--- config.mk ---
export PLATFORM = sky130hd
export DESIGN_NAME = averaged_speed_step_regulator_core
export DESIGN_NICKNAME = d
export VERILOG_FILES = /design/src/avsr_pkg.sv /design/src/averaged_speed_step_regulator_core.sv
export VERILOG_INCLUDE_DIRS = /design/src /design/src/src
export SDC_FILE = /design/constraint.sdc
export NUM_CORES = 1
export LEC_CHECK = 0
export BUFFER_PORTS_ARGS = -buffer_cell sky130_fd_sc_hd__buf_2
export CAP_MARGIN = 25
export CORE_UTILIZATION = 44
export DETAILED_ROUTE_END_ITERATION = 7
export GPL_ROUTABILITY_DRIVEN = 0
export HOLD_SLACK_MARGIN = 0.03
export SETUP_SLACK_MARGIN = 0.05
export SLEW_MARGIN = 5
export SYNTH_ARGS = -nofsm -noshare
export SYNTH_HDL_FRONTEND = slang
export SYNTH_SLANG_ARGS = --single-unit
export TNS_END_PERCENT = 50
--- constraint.sdc ---
create_clock -name clk -period 7.87 [get_ports clk]
set_clock_uncertainty 0.1 [all_clocks]
set_input_delay 0 -clock clk [delete_from_list [all_inputs] [get_ports clk]]
set_output_delay 0 -clock clk [all_outputs]
set_load 0.005 [all_outputs]
--- src/assert_macros.svh ---
// Assertion helpers shared by the RTL.
`ifndef ASSERT_MACROS_SVH
`define ASSERT_MACROS_SVH
`ifndef NO_ASSERTIONS
// Checked on every rising edge outside reset.
`define ASSERT_CLK(lbl, clk, rst, prop, msg) \
  lbl: assert property (@(posedge clk) disable iff (rst) prop) else $error(msg);
// Checked on every rising edge, reset included.
`define ASSERT_ALWAYS(lbl, clk, prop, msg) \
  lbl: assert property (@(posedge clk) prop) else $error(msg);
`else
`define ASSERT_CLK(lbl, clk, rst, prop, msg)
`define ASSERT_ALWAYS(lbl, clk, prop, msg)
`endif
`endif

--- src/avsr_pkg.sv ---
`default_nettype none
package avsr_pkg;

  // Field widths
  localparam int COUNT_W = 8;
  localparam int RPM_W   = 14;
  localparam int DUTY_W  = 10;
  localparam int STEP_W  = 8;
  localparam int BAND_LOW_W = 16;
  localparam int SUM_W   = 22;
  localparam int CFG_DATA_W = 16;

  // Arithmetic constants
  localparam int RPM_PER_COUNT = 60;
  localparam logic [DUTY_W-1:0] DUTY_CEIL = 10'd1022;
  localparam logic [RPM_W-1:0]  AVG_MAX   = 14'd16383;

  // t / 100 as (t * 5243) >> 19, exact for 14-bit t
  localparam int DIV100_MUL   = 5243;
  localparam int DIV100_SHIFT = 19;
  localparam int DIV100_Q_W   = 8;
  localparam int DIV100_P_W   = DIV100_SHIFT + DIV100_Q_W;

  // Serial divider
  localparam int DIV_STEPS = SUM_W;
  localparam int DIV_CNT_W = $clog2(DIV_STEPS);

  typedef struct packed {
    logic [COUNT_W-1:0] rotation_count;
    logic [RPM_W-1:0]   target_rpm;
  } sample_t;

  typedef struct packed {
    logic [DUTY_W-1:0] pwm_duty;
    logic [RPM_W-1:0]  average_rpm;
    logic              in_tolerance;
    logic              updated;
  } result_t;

  typedef enum logic [2:0] {
    REG_TOLERANCE  = 3'd0,
    REG_PERIODS    = 3'd1,
    REG_STEP_TRACK = 3'd2,
    REG_STEP_MID   = 3'd3,
    REG_STEP_HIGH  = 3'd4,
    REG_STEP_LOW   = 3'd5,
    REG_BAND_HIGH  = 3'd6,
    REG_BAND_LOW   = 3'd7
  } cfg_reg_t;

  typedef enum logic [2:0] {
    S_IDLE,
    S_EVAL,
    S_DIV,
    S_CORR1,
    S_CORR2,
    S_DONE
  } state_t;

endpackage
`default_nettype wire

--- src/averaged_speed_step_regulator_core.sv ---
// Channel   Direction  Handshake              Payload
// sample    in         sample_valid/stall     avsr_pkg::sample_t
// result    out        result_valid/stall     avsr_pkg::result_t
// config    in         cfg_write              cfg_index, cfg_data
//
// From accept to next accept, accumulating passes idle, evaluate and done;
// averaging passes idle, evaluate, 22 restoring divider steps for sum /
// periods_per_update, CORR1, CORR2, done; a zero period count skips the divider.
// rst is synchronous, active high; no clearing pass is needed.
// A stalled result holds in the output register; the next item is taken
// meanwhile and waits in its last cycle until the register frees.
`default_nettype none
`include "assert_macros.svh"
module averaged_speed_step_regulator_core #(
  parameter int INITIAL_PWM  = 64,
  parameter int RAMP_PERCENT = 50
) (
  input  wire                                  clk,
  input  wire                                  rst,
  input  wire                                  sample_valid,
  output logic                                 sample_stall,
  input  avsr_pkg::sample_t                    sample,
  output logic                                 result_valid,
  input  wire                                  result_stall,
  output avsr_pkg::result_t                    result,
  input  wire                                  cfg_write,
  input  avsr_pkg::cfg_reg_t                   cfg_index,
  input  wire [avsr_pkg::CFG_DATA_W-1:0]       cfg_data
);
  import avsr_pkg::*;

  localparam int SPEED_W = RPM_W;
  localparam int RAMP_W  = RPM_W;

  // Configuration registers
  logic [STEP_W-1:0]     tolerance_rpm;
  logic [COUNT_W-1:0]    periods_per_update;
  logic [STEP_W-1:0]     step_tracking;
  logic [STEP_W-1:0]     step_middle;
  logic [STEP_W-1:0]     step_high;
  logic [STEP_W-1:0]     step_low;
  logic [RPM_W-1:0]      band_high_rpm;
  logic [BAND_LOW_W-1:0] band_low_rpm;

  // Regulator state
  logic [DUTY_W-1:0]  duty;
  logic [SUM_W-1:0]   speed_sum;
  logic [COUNT_W-1:0] sample_count;
  logic [RPM_W-1:0]   deviation;
  logic [RPM_W-1:0]   last_average;

  // Work registers
  state_t                state, state_next;
  sample_t               cur;
  logic [SUM_W-1:0]      div_q;
  logic [COUNT_W-1:0]    div_rem;
  logic [DIV_CNT_W-1:0]  div_count;
  logic [DIV100_Q_W-1:0] tgt_div100;
  logic [RPM_W-1:0]      avg;
  logic [RPM_W-1:0]      dev_new;
  logic                  is_below, is_above, avg_lt_ramp;
  logic                  le_bh, ge_bh, le_bl, ge_bl;
  logic                  upd_flag;

  logic sample_take, result_free, is_accum, div_last;
  logic [SPEED_W-1:0]    speed;
  logic [DIV100_P_W-1:0] div100_prod;
  logic [COUNT_W:0]      rem_shift;
  logic                  rem_ge;
  logic [COUNT_W-1:0]    rem_next;
  logic [RPM_W-1:0]      avg_sat;
  logic [RAMP_W-1:0]     ramp;
  logic [STEP_W-1:0]     step;
  logic [DUTY_W:0]       duty_sum;
  logic [DUTY_W-1:0]     duty_new;
  logic                  dev_gt_tol, dev_ge_tol;

  assign sample_take = sample_valid && !sample_stall;
  assign result_free = !result_valid || !result_stall;
  assign is_accum    = (sample_count != periods_per_update);
  assign div_last    = (div_count == DIV_CNT_W'(DIV_STEPS - 1));

  // Speed and target / 100
  assign speed       = SPEED_W'(cur.rotation_count) * SPEED_W'(RPM_PER_COUNT);
  assign div100_prod = DIV100_P_W'(cur.target_rpm) * DIV100_P_W'(DIV100_MUL);

  // One restoring divider step
  assign rem_shift = {div_rem, div_q[SUM_W-1]};
  assign rem_ge    = (rem_shift >= {1'b0, periods_per_update});
  assign rem_next  = rem_ge ? COUNT_W'(rem_shift - {1'b0, periods_per_update})
                            : rem_shift[COUNT_W-1:0];

  // Quotient saturated to 14 bits; ramp threshold
  assign avg_sat = (div_q > SUM_W'(AVG_MAX)) ? AVG_MAX : div_q[RPM_W-1:0];
  assign ramp    = RAMP_W'(tgt_div100) * RAMP_W'(RAMP_PERCENT);

  // Step selection and duty update
  assign dev_gt_tol = (dev_new > RPM_W'(tolerance_rpm));
  assign dev_ge_tol = (dev_new >= RPM_W'(tolerance_rpm));

  always_comb begin
    step = '0;
    if (is_below) begin
      if (avg_lt_ramp) begin
        if (le_bh && ge_bl) step = step_middle;
        if (le_bh && le_bl) step = step_low;
        if (ge_bh && ge_bl) step = step_high;
      end else if (dev_gt_tol) begin
        step = step_tracking;
      end
    end else if (is_above) begin
      if (cur.target_rpm == '0) begin
        step = le_bl ? step_low : step_middle;
      end else if (dev_gt_tol) begin
        step = step_tracking;
      end
    end
  end

  always_comb begin
    duty_sum = {1'b0, duty} + (DUTY_W+1)'(step);
    duty_new = duty;
    if (is_below && dev_ge_tol) begin
      duty_new = (duty_sum > {1'b0, DUTY_CEIL}) ? DUTY_CEIL : duty_sum[DUTY_W-1:0];
    end else if (is_above && dev_ge_tol) begin
      duty_new = (duty > DUTY_W'(step)) ? duty - DUTY_W'(step) : '0;
    end
  end

  // Next state
  always_comb begin
    state_next = state;
    unique case (state)
      S_IDLE:  if (sample_take) state_next = S_EVAL;
      S_EVAL: begin
        if (is_accum) state_next = S_DONE;
        else if (periods_per_update == '0) state_next = S_CORR1;
        else state_next = S_DIV;
      end
      S_DIV:   if (div_last) state_next = S_CORR1;
      S_CORR1: state_next = S_CORR2;
      S_CORR2: state_next = S_DONE;
      S_DONE:  if (result_free) state_next = S_IDLE;
      default: state_next = S_IDLE;
    endcase
  end

  // Handshake outputs
  always_comb begin
    sample_stall = (state != S_IDLE);
  end

  always_ff @(posedge clk) begin
    if (rst) state <= S_IDLE;
    else state <= state_next;
  end

  // Configuration writes
  always_ff @(posedge clk) begin
    if (rst) begin
      tolerance_rpm      <= '0;
      periods_per_update <= COUNT_W'(1);
      step_tracking      <= '0;
      step_middle        <= '0;
      step_high          <= '0;
      step_low           <= '0;
      band_high_rpm      <= '0;
      band_low_rpm       <= '0;
    end else if (cfg_write) begin
      unique case (cfg_index)
        REG_TOLERANCE:  tolerance_rpm      <= cfg_data[STEP_W-1:0];
        REG_PERIODS:    periods_per_update <= cfg_data[COUNT_W-1:0];
        REG_STEP_TRACK: step_tracking      <= cfg_data[STEP_W-1:0];
        REG_STEP_MID:   step_middle        <= cfg_data[STEP_W-1:0];
        REG_STEP_HIGH:  step_high          <= cfg_data[STEP_W-1:0];
        REG_STEP_LOW:   step_low           <= cfg_data[STEP_W-1:0];
        REG_BAND_HIGH:  band_high_rpm      <= cfg_data[RPM_W-1:0];
        REG_BAND_LOW:   band_low_rpm       <= cfg_data[BAND_LOW_W-1:0];
        default: ;
      endcase
    end
  end

  // Regulator state
  always_ff @(posedge clk) begin
    if (rst) begin
      duty         <= DUTY_W'(INITIAL_PWM);
      speed_sum    <= '0;
      sample_count <= '0;
      deviation    <= '0;
      last_average <= '0;
    end else begin
      if (state == S_EVAL && is_accum) begin
        sample_count <= sample_count + COUNT_W'(1);
        speed_sum    <= speed_sum + SUM_W'(speed);
      end
      if (state == S_CORR2) begin
        duty         <= duty_new;
        last_average <= avg;
        if (is_below || is_above) deviation <= dev_new;
        speed_sum    <= '0;
        sample_count <= '0;
      end
    end
  end

  // Datapath work registers
  always_ff @(posedge clk) begin
    if (sample_take) cur <= sample;
    case (state)
      S_EVAL: begin
        upd_flag   <= !is_accum;
        tgt_div100 <= div100_prod[DIV100_P_W-1:DIV100_SHIFT];
        div_q      <= (periods_per_update == '0) ? '0 : speed_sum;
        div_rem    <= '0;
        div_count  <= '0;
      end
      S_DIV: begin
        div_q     <= {div_q[SUM_W-2:0], rem_ge};
        div_rem   <= rem_next;
        div_count <= div_count + DIV_CNT_W'(1);
      end
      S_CORR1: begin
        avg         <= avg_sat;
        is_below    <= (avg_sat < cur.target_rpm);
        is_above    <= (avg_sat > cur.target_rpm);
        dev_new     <= (avg_sat < cur.target_rpm) ? cur.target_rpm - avg_sat
                                                  : avg_sat - cur.target_rpm;
        avg_lt_ramp <= (avg_sat < ramp);
        le_bh       <= (avg_sat <= band_high_rpm);
        ge_bh       <= (avg_sat >= band_high_rpm);
        le_bl       <= (BAND_LOW_W'(avg_sat) <= band_low_rpm);
        ge_bl       <= (BAND_LOW_W'(avg_sat) >= band_low_rpm);
      end
      default: ;
    endcase
  end

  // Output register
  always_ff @(posedge clk) begin
    if (rst) begin
      result_valid <= 1'b0;
    end else if (state == S_DONE && result_free) begin
      result_valid <= 1'b1;
    end else if (!result_stall) begin
      result_valid <= 1'b0;
    end
  end

  always_ff @(posedge clk) begin
    if (state == S_DONE && result_free) begin
      result.pwm_duty     <= duty;
      result.average_rpm  <= last_average;
      result.in_tolerance <= (deviation <= RPM_W'(tolerance_rpm));
      result.updated      <= upd_flag;
    end
  end

  // Checks
  `ASSERT_CLK(a_duty_ceiling, clk, rst, duty <= DUTY_CEIL, "duty above ceiling")
  `ASSERT_CLK(a_accept_eval, clk, rst, sample_take |=> state == S_EVAL, "no evaluate")
  `ASSERT_CLK(a_rem_bound, clk, rst, state == S_DIV |-> div_rem < periods_per_update, "rem")
  `ASSERT_CLK(a_div_end, clk, rst, (state == S_DIV && div_last) |=> state == S_CORR1, "overran")
  `ASSERT_CLK(a_update_clears, clk, rst, state == S_CORR2 |=> speed_sum == '0, "sum kept")

endmodule
`default_nettype wire
**Word-level counts from Yosys, hierarchy flattened**

Cells that the tools add are included.

- Input port bits: 46
- Register bits: 277
- Output and inout bits: 28

- Add/sub/neg operators: 8
- Magnitude comparators: 14
- $mul: 3
- Reduce and logical (&&, ||, !) cells: 33
- Eq/ne operators: 18
- Mux-type cells: 28

Operators with widths:

| operator | number |
|---|---|
| 8-bit two-way mux | 10 |
| 22-bit one-hot mux with 2 select lines | 1 |
| 10-bit two-way mux | 4 |
| 14-bit < comparator | 2 |
| 14-bit two-way mux | 2 |
| 14-bit subtractor | 2 |
| 14-bit by 13-bit multiplier with 27-bit output, second input constant | 1 |
| 22-bit by 14-bit adder with 22-bit output | 1 |
| 22-bit by 14-bit > comparator with 1-bit output, second input constant | 1 |
| 22-bit two-way mux | 1 |
| 2-bit AND reduction | 10 |
| 3-bit equality test, second input constant | 6 |
| 3-bit one-hot mux with 6 select lines | 1 |
| 14-bit by 16-bit greater-or-equal comparator with 1-bit output | 1 |
| 14-bit by 16-bit less-or-equal comparator with 1-bit output | 1 |
| 8-bit one-hot mux with 2 select lines | 1 |
| 14-bit greater-or-equal comparator | 1 |
| 14-bit by 8-bit greater-or-equal comparator with 1-bit output | 1 |
| 14-bit > comparator | 1 |
| 14-bit by 8-bit > comparator with 1-bit output | 1 |
| 14-bit less-or-equal comparator | 1 |
| 14-bit by 8-bit less-or-equal comparator with 1-bit output | 1 |
| 14-bit zero test | 1 |
| 8-bit by 5-bit multiplier with 13-bit output, second input constant | 1 |
| other kinds (27) | 51 |

**Depth between registers and ports, before layout**

Gate-level depths: netlist of run 1.

- Word-level depth: 10
- Depth in mapped cells: 22

**Worst setup path before layout of run 1**

Ideal clock, no wire load.

- Kind: register to register
- From: reg cur[9] (netlist name)
- To: reg tgt_div100[1] (data pin)
- Path slack: 2.974 ns
- Data arrival time: 4.539 ns
- Buffers on the path: 0
- Stages on the path, launching flop included: 17
- Cell sequence: edfxtp_1 > ha_1 > inv_1 > fa_1 > fa_1 > inv_1 > fa_1 > fa_1 > ha_1 > a2111oi_0 > o21ai_0 > o21a_1 > a22oi_1 > nand2b_1 > a221o_1 > a21oi_1 > xnor2_1

- Longest elaborated chain between the ends: 1

RTL lines:

| item | RTL line | text |
|---|---|---|
| from (decl) | averaged_speed_step_regulator_core.sv:54 | `sample_t cur;` |
| from (signal assigned) | averaged_speed_step_regulator_core.sv:209 | `if (sample_take) cur <= sample;` |
| 14-bit by 13-bit multiplier with 27-bit output | averaged_speed_step_regulator_core.sv:85 | `assign div100_prod = DIV100_P_W'(cur.target_rpm) * DIV100_P_W'(DIV100_MUL);` |
| via div100_prod[20] | averaged_speed_step_regulator_core.sv:67 | `logic [DIV100_P_W-1:0] div100_prod;` |
| to (signal assigned) | averaged_speed_step_regulator_core.sv:213 | `tgt_div100 <= div100_prod[DIV100_P_W-1:DIV100_SHIFT];` |
| to (decl) | averaged_speed_step_regulator_core.sv:58 | `logic [DIV100_Q_W-1:0] tgt_div100;` |

The timed path passes the listed nets, and every way through them passes these cells.
A chain may end at the register's enable or synchronous reset.

**Final worst setup path of run 1**

- From: reg cur[1] (netlist name)
- To: reg duty[5]

- Longest elaborated chain between the ends: 8
- Elaborated cells between the ends (all ways): 12

RTL lines:

| item | RTL line | text |
|---|---|---|
| 14-bit zero test (*) | averaged_speed_step_regulator_core.sv:112 | `if (cur.target_rpm == '0) begin` |
| 8-bit two-way mux (*) | averaged_speed_step_regulator_core.sv:112 |  |
| 8-bit two-way mux (*) | averaged_speed_step_regulator_core.sv:111 | `end else if (is_above) begin` |
| 8-bit two-way mux (*) | averaged_speed_step_regulator_core.sv:103 | `if (is_below) begin` |
| 10-bit by 8-bit adder with 11-bit output, or another cell as far along | averaged_speed_step_regulator_core.sv:121 | `duty_sum = {1'b0, duty} + (DUTY_W+1)'(step);` |
| 11-bit by 10-bit > comparator with 1-bit output or 10-bit two-way mux (tied branches) | averaged_speed_step_regulator_core.sv:124, averaged_speed_step_regulator_core.sv:126 |  |
| 10-bit two-way mux, on equally long branches | averaged_speed_step_regulator_core.sv:124, averaged_speed_step_regulator_core.sv:125 |  |
| 10-bit two-way mux (*) | averaged_speed_step_regulator_core.sv:123 | `if (is_below && dev_ge_tol) begin` |
| to (signal assigned) | averaged_speed_step_regulator_core.sv:187 | `duty <= DUTY_W'(INITIAL_PWM);` |
| to (signal assigned) | averaged_speed_step_regulator_core.sv:198 | `duty <= duty_new;` |
| to (decl) | averaged_speed_step_regulator_core.sv:46 | `logic [DUTY_W-1:0] duty;` |

Mark *: on every way between the ends. The rest lies on a longest branch, timed or not. The select of a mux whose other input is x is not followed.

==> results.cfg, run 1 <==
[outcome]
status = finished, final reports clean

[synthesis]
synth_mux_area_frac = 0.0105
synth_fa_ha_area_frac = 0.258
synth.avg_cell_area_um2 = 9.13
ys_types = 66
async_flop_share = 0
postSynthCellCount = 2159
synthesis.nets = 2561
netlist_area_um2 = 19700
ys.flop_type = dfxtp_1
yosysWarnings = 0
synth-seq-cells = 275
synth_top_family_by_area = adder cells
synth_xor_area_frac = 0.0347
synth_compound_area_frac = 0.140
synth_edf_count = 127
yosys.area_share.simple = 0.152
ys_seq_area_frac = 0.344

[sta]
setup_violations = 0
setup_ws_ps = 2370
period_needed_ps = 5500
tightest_slew_ps = 965
max_freq_mhz = 182
hold_violations = 0
maxSlewHeadroom = 0.357
timing.final.crit_share = 0.699
fin_tns_setup_ps = 0
slew_viol_final = 0
grt_setup_unrepaired = false

[final_layout]
nets = 2667
diodes = 0
drive_gt1_frac = 0.0820
area_growth_pct = 13.6

[worst_setup_path]
cp.arrival_ps = 5760
reg2reg_setup_slack_ps = 2370
r2r_end = duty[5]
cp_slowest_stage_delay_ps = 620
cp-start-kind = flip-flop
cp_slowest_cell = nand4_1
worstSetupEndpointType = flip-flop
worstSetupPathType = flip-flop to flip-flop
cp-startpoint = cur[1]
cp_max_fo = 15
path_cells = inv_1 -> ha_1 -> and4_1 -> nand4_1 -> a211oi_1 -> a21oi_1 -> a22o_1 -> ha_1 -> nor3b_1 -> nor3_1 -> nand2_1 -> o31a_1 -> a211oi_1 -> buf_4 -> nor3_1 -> o21ai_0 -> a211oi_1
worstPathRequired_ps = 8130
regToRegStartpoint = cur[1]
r2r_cells = 17
critPathMostFrequentCell = a211oi_1

[place]
dpl.hpwl_um = 37400
dp_slack_ps = 2470
numPortBuffers = 73

[die]
die_h_um = 214
die_area_um2 = 45600
core-area_um2 = 44200
pin_count = 74
start_util = 0.446
die_width_um = 214
fp-row-count = 77

[power]
ir_drop_mv = 0.782
power_leakage_nw = 9.35
p_per_area_nw_per_um2 = 362
total_power_mw = 8.10

[drt]
drt-vias-per-instance = 5.27
remaining_drc_errors = 0
post_drt_wl_per_cell_um = 17.1
first_iter_violations = 804
wl_um = 49200
postRouteAntennaNets = 0
first_pass_iters = 5
vias = 15200

[clocking]
cts_tree = built
cts_root_buf = clkbuf_16
insertion_delay_ps = 540
cts_buffers = 35
ctsResizeCount = 0
htreeDepth = 2
clock_path_buffers = 3
cts.clk_slew.worst_paths_ps = 50
cts_sinks = 275

[min_path]
hold_class = input port to flip-flop
hold_start = sample[14]
holdPathStages = 2
min_to = cur[14]

[grt]
grt_usage = 0.222
grt_start_max_net_pins = 87
overflow = 0
antenna_found_initial = 1
grt_pass1_vias = 14900
grt_pass1_wl_um = 78400

[run]
cap_violations = 0
==> layer usage <==
layer	part of all wire	GRT usage
met1	0.45	0.291
met5	0.00026	0
met4	0.025	0.0638
met3	0.045	0.0359
met2	0.48	0.377
==> cell type report <==
type / instances / area (µm²)
clock inverters: 12 / 81.3
fillers: 4094 / 21800
well taps: 592 / 741
repair buffers: 146 / 1100
clock buffers: 52 / 1040
inverters: 232 / 871
flip-flops and latches: 275 / 6780
multi-input cells: 1575 / 11800
==> cells by family after synthesis <==
| logic type | count (synthesis) |
|---|---|
| buffers and inverters | 309 |
| and+or+nand+nor | 668 |
| DFF | 275 |
| xor gates and xnor gates | 78 |
| adders and majority gates | 356 |
| muxes | 20 |
| AOI/OAI and AO/OA | 453 |
==> registers in the layout (all words and copies together), names as in the netlist, 14 cells and up <==
| register | flops |
|---|---|
| dev_new | 14 |
| speed_sum | 20 |
| avg | 14 |
| last_average | 14 |
| band_low_rpm | 16 |
| cur | 22 |
| div_q | 22 |
| band_high_rpm | 14 |
| deviation | 14 |
| result | 26 |
==> worst max path at each step <==
stage                    endpoint  slack, ps  cells past startpoint
finish                    duty[5]       2370                     17
global route              duty[3]       2020                     17
floorplan           tgt_div100[1]       2970                     16
CTS                 tgt_div100[7]       2450                     15
global placement    tgt_div100[7]       2560                     17
detailed placement        duty[5]       2470                     17
==> cell usage after synthesis (all sizes together) (11+ instances only) <==
master | count | area [µm²]
nor2b | 32 | 200
a21o | 35 | 263
nand3 | 30 | 150
ha | 271 | 3390
nor2 | 97 | 364
o211ai | 11 | 82.6
a21oi | 198 | 995
or2 | 23 | 144
inv | 232 | 871
mux2i | 15 | 150
nor4 | 12 | 75.1
xor2 | 39 | 342
dfxtp | 148 | 2960
nand2 | 357 | 1340
nand4 | 28 | 175
edfxtp | 127 | 3810
nor3 | 28 | 140
o21ai | 89 | 445
xnor2 | 39 | 342
clkbuf | 67 | 257
a211oi | 23 | 173
o21a | 18 | 135
nand2b | 20 | 125
fa | 85 | 1700
==> worst max-delay path, delay by kind of cell, from the launching register on <==
| family | cells | cell delay, ps |
|---|---|---|
| flip-flops | 1 | 530 |
| AO/OA/AOI/OAI | 7 | 1960 |
| buffers and inverters | 2 | 570 |
| AND/OR/NAND/NOR | 6 | 1490 |
| adder cells (fa/ha/maj) | 2 | 670 |
==> stage by stage <==
stage | cell area, µm² | utilization | instances | hold slack, ps
finish | 22400 | 0.506 | 2884 | 64.9
global route | 22400 | 0.506 | 2884 | 47.1
CTS | 22300 | 0.505 | 2879 | 33.7
detailed placement | 20700 | 0.467 | 2760 | 78.1
global placement | 20600 | 0.466 | 2758 | 77.0
floorplan | 19700 | - | 2159 | -1.13
==> layout by cell type, fill, tap and decap left out, types with 15 or more instances in the layout <==
cell           netlist  layout
edfxtp_1           127     127
nor2b_1             32      32
a211oi_1            23      23
a21o_1              35      35
buf_2                8      72
or2_2               23      23
mux2i_1             15      15
xnor2_1             39      39
dlygate4sd3_1        0      55
nand2_1            357     357
fa_1                85      85
o21a_1              18      18
o21ai_0             87      86
a21oi_1            197     196
xor2_1              39      39
inv_1              232     232
ha_1               271     271
nor2_1              97      95
clkbuf_16            0      37
nor3_1              28      27
dfxtp_1            148     148
nand2b_1            20      20
nand3_1             30      30
nand4_1             28      28
==> power by group <==
part,total (mW),switching [mW],leakage (nW),internal (mW)
logic,4.65,2.55,6.45,2.10
registers,1.90,0.161,2.35,1.74
clock network,1.55,0.628,0.547,0.922
total,8.10,3.34,9.35,4.77
==> what timing repair did <==
item,in CTS,in global routing
endpoints found under the setup margin,0,0
endpoints found under the hold margin,164,0
hold buffers,55,0
setup buffers,0,0
No activity file was read; power rests on OpenSTA's default activity.
==> run 2: changes to the inputs <==
==> constraint.sdc (replaced) <==
create_clock -name clk -period 4.7 [get_ports clk]
set_clock_uncertainty 0.1 [all_clocks]
set_input_delay 0 -clock clk [delete_from_list [all_inputs] [get_ports clk]]
set_output_delay 0 -clock clk [all_outputs]
set_load 0.005 [all_outputs]
==> run 2 against run 1 <==
  * The flow now finishes with violations (setup timing)
  * Critical path type unchanged
  * First-iteration DRC count is 5.3% higher
  * Cell area is 8.6% higher
  * Clock power is 73% higher
  * Final cell count is 6.0% higher
  * Sequential cell count stayed put
  * Non-clock buffer count is 173 higher
  * Fmax is 12% higher
  * Critical path depth stayed put
  * Combinational power is 110% higher
  * Die area stayed put
  * Clock-buffer cell count is 3 lower
==> results.cfg, run 2 (same netlist as run 1, synthesis figures left out) <==
[final_layout]
largestRegisters = result x26, cur x22, div_q x22
finalNonFillerCells = 3058
drive_gt1_frac = 0.178
layout_common_cells = nand2_1, ha_1, inv_1, a21oi_1, buf_4
nets = 2841
design_area_um2 = 24300
max_flop_register = result
area_growth_pct = 23.4
mostFrequentLayoutCell = nand2_1
diodes = 0
largest_reg_flops = 26

[drt]
first_pass_iters = 5
drt-vias-per-instance = 5.25
first_iter_violations = 847
post_drt_wl_per_cell_um = 17.0
wl_met1_um = 23400
vias = 16000
dr_wl_met2_um = 24400
postRouteAntennaNets = 0
dr_wl_met3_um = 2250
remaining_drc_errors = 0
wl_um = 51900
dr.max_layer_used = met4

[grt]
grt_pass1_wl_um = 83000
grt_pass1_vias = 16200
grt_start_max_net_pins = 76
antenna_found_initial = 0
overflow = 0
grt_usage = 0.233

[worst_setup_path]
worstSetupPathType = flip-flop to flip-flop
cp_max_fo = 3
cp.arrival_ps = 5110
critical_path_buf_inv_count = 3
cp_slowest_cell = fa_1
path_cells = buf_4 -> ha_4 -> inv_2 -> fa_1 -> fa_1 -> inv_1 -> fa_1 -> fa_1 -> ha_4 -> a2111oi_4 -> o21ai_1 -> o21a_1 -> a22oi_2 -> nand2b_1 -> a221o_1 -> a21oi_2 -> xnor2_1
worstSetupEndpointType = flip-flop
cp_top_family = adder cells
cp_slowest_stage_delay_ps = 590
cp-start-kind = flip-flop
worstPathRequired_ps = 4900
critPathMostFrequentCell = fa_1

[sta]
tightest_slew_ps = 932
hold_violations = 0
setup_ws_ps = -204
grt_setup_unrepaired = true
slew_viol_final = 0
setup_violations = 7
timing.final.crit_share = 1.04
period_needed_ps = 4900
maxSlewHeadroom = 0.377
max_freq_mhz = 204

[clocking]
cts.clk_slew.worst_paths_ps = 60
cts_buffers = 35
cts_tree = built
cts_root_buf = clkbuf_16
clock_path_buffers = 3
insertion_delay_ps = 550
cts_sinks = 275
htreeDepth = 2

[place]
numPortBuffers = 73
dp.cells = 2891
dpl.hpwl_um = 39200
place_area_um2 = 21700

[die]
die_h_um = 214
die_area_um2 = 45600
pin_count = 74
start_util = 0.446
core-area_um2 = 44200
fp-row-count = 77
die_width_um = 214

[outcome]
status = complete, but fails checks
violations = setup timing

[power]
p_per_area_nw_per_um2 = 639
power_leakage_nw = 10.2
ir_drop_mv = 0.879
total_power_mw = 15.5

[run]
cap_violations = 0

[min_path]
hold_class = input port to flip-flop
run 2: changes by cell type in the layout (fill, tap and decap cells not counted), sizes merged:
cell,previous run,this run
clkinvlp,3,0
clkinv,8,10
bufinv,0,1
clkbuf,53,50
and3,9,10
inv,233,236
dlygate4sd3,55,63
buf,90,255
run 2: through the flow:
stage / hold slack [ps] / util / TNS [ps] / worst slack, ps
after floorplan: -1.13 / - / -60.4 / -60.4
after global placement: 76.7 / 0.489 / -1650 / -191
after detailed placement: 78.1 / 0.490 / -2410 / -280
after CTS: 39.1 / 0.539 / -985 / -198
after global routing: 48.1 / 0.550 / -2280 / -387
final: 62.4 / 0.550 / -865 / -204
run 2: metal layers:
metal | track usage | up-vias
met5 | 0 | -
met4 | 0.0865 | 0
met3 | 0.0350 | 102
met2 | 0.393 | 357
met1 | 0.300 | 7639
li1 | - | 7948
run 2: area by class of cell:
type | instances | area, µm²
repair buffers | 319 | 2490
inverters | 232 | 883
clock buffers | 49 | 1030
fillers | 3938 | 19900
flip-flops and latches | 275 | 6780
clock inverters | 15 | 124
well taps | 592 | 741
multi-input cells | 1576 | 12300
run 2: report_power, final:
part	internal [mW]	switching [mW]	total [mW]
logic	4.73	4.96	9.68
registers	2.92	0.241	3.16
clock network	1.60	1.08	2.68
total	9.25	6.28	15.5
run 2: repair_timing:
| action | CTS | global route |
|---|---|---|
| setup buffers | 16 | 21 |
| hold endpoints to repair | 142 | 0 |
| pin swaps | 32 | 41 |
| cloned | 2 | 0 |
| hold buffers | 63 | 0 |
| endpoints found under the setup margin | 21 | 29 |
| gates resized for setup | 64 | 67 |
run 2: worst paths after layout:
check | start | endpoint | slack, ps | cells after the start
max | cur[11] | tgt_div100[1] | -200 | 17
min | sample[13] | cur[13] | 60 | 2
max reg2reg | cur[11] | tgt_div100[1] | -200 | 17
min reg2reg | last_average[12] | result[14] | 330 | 0
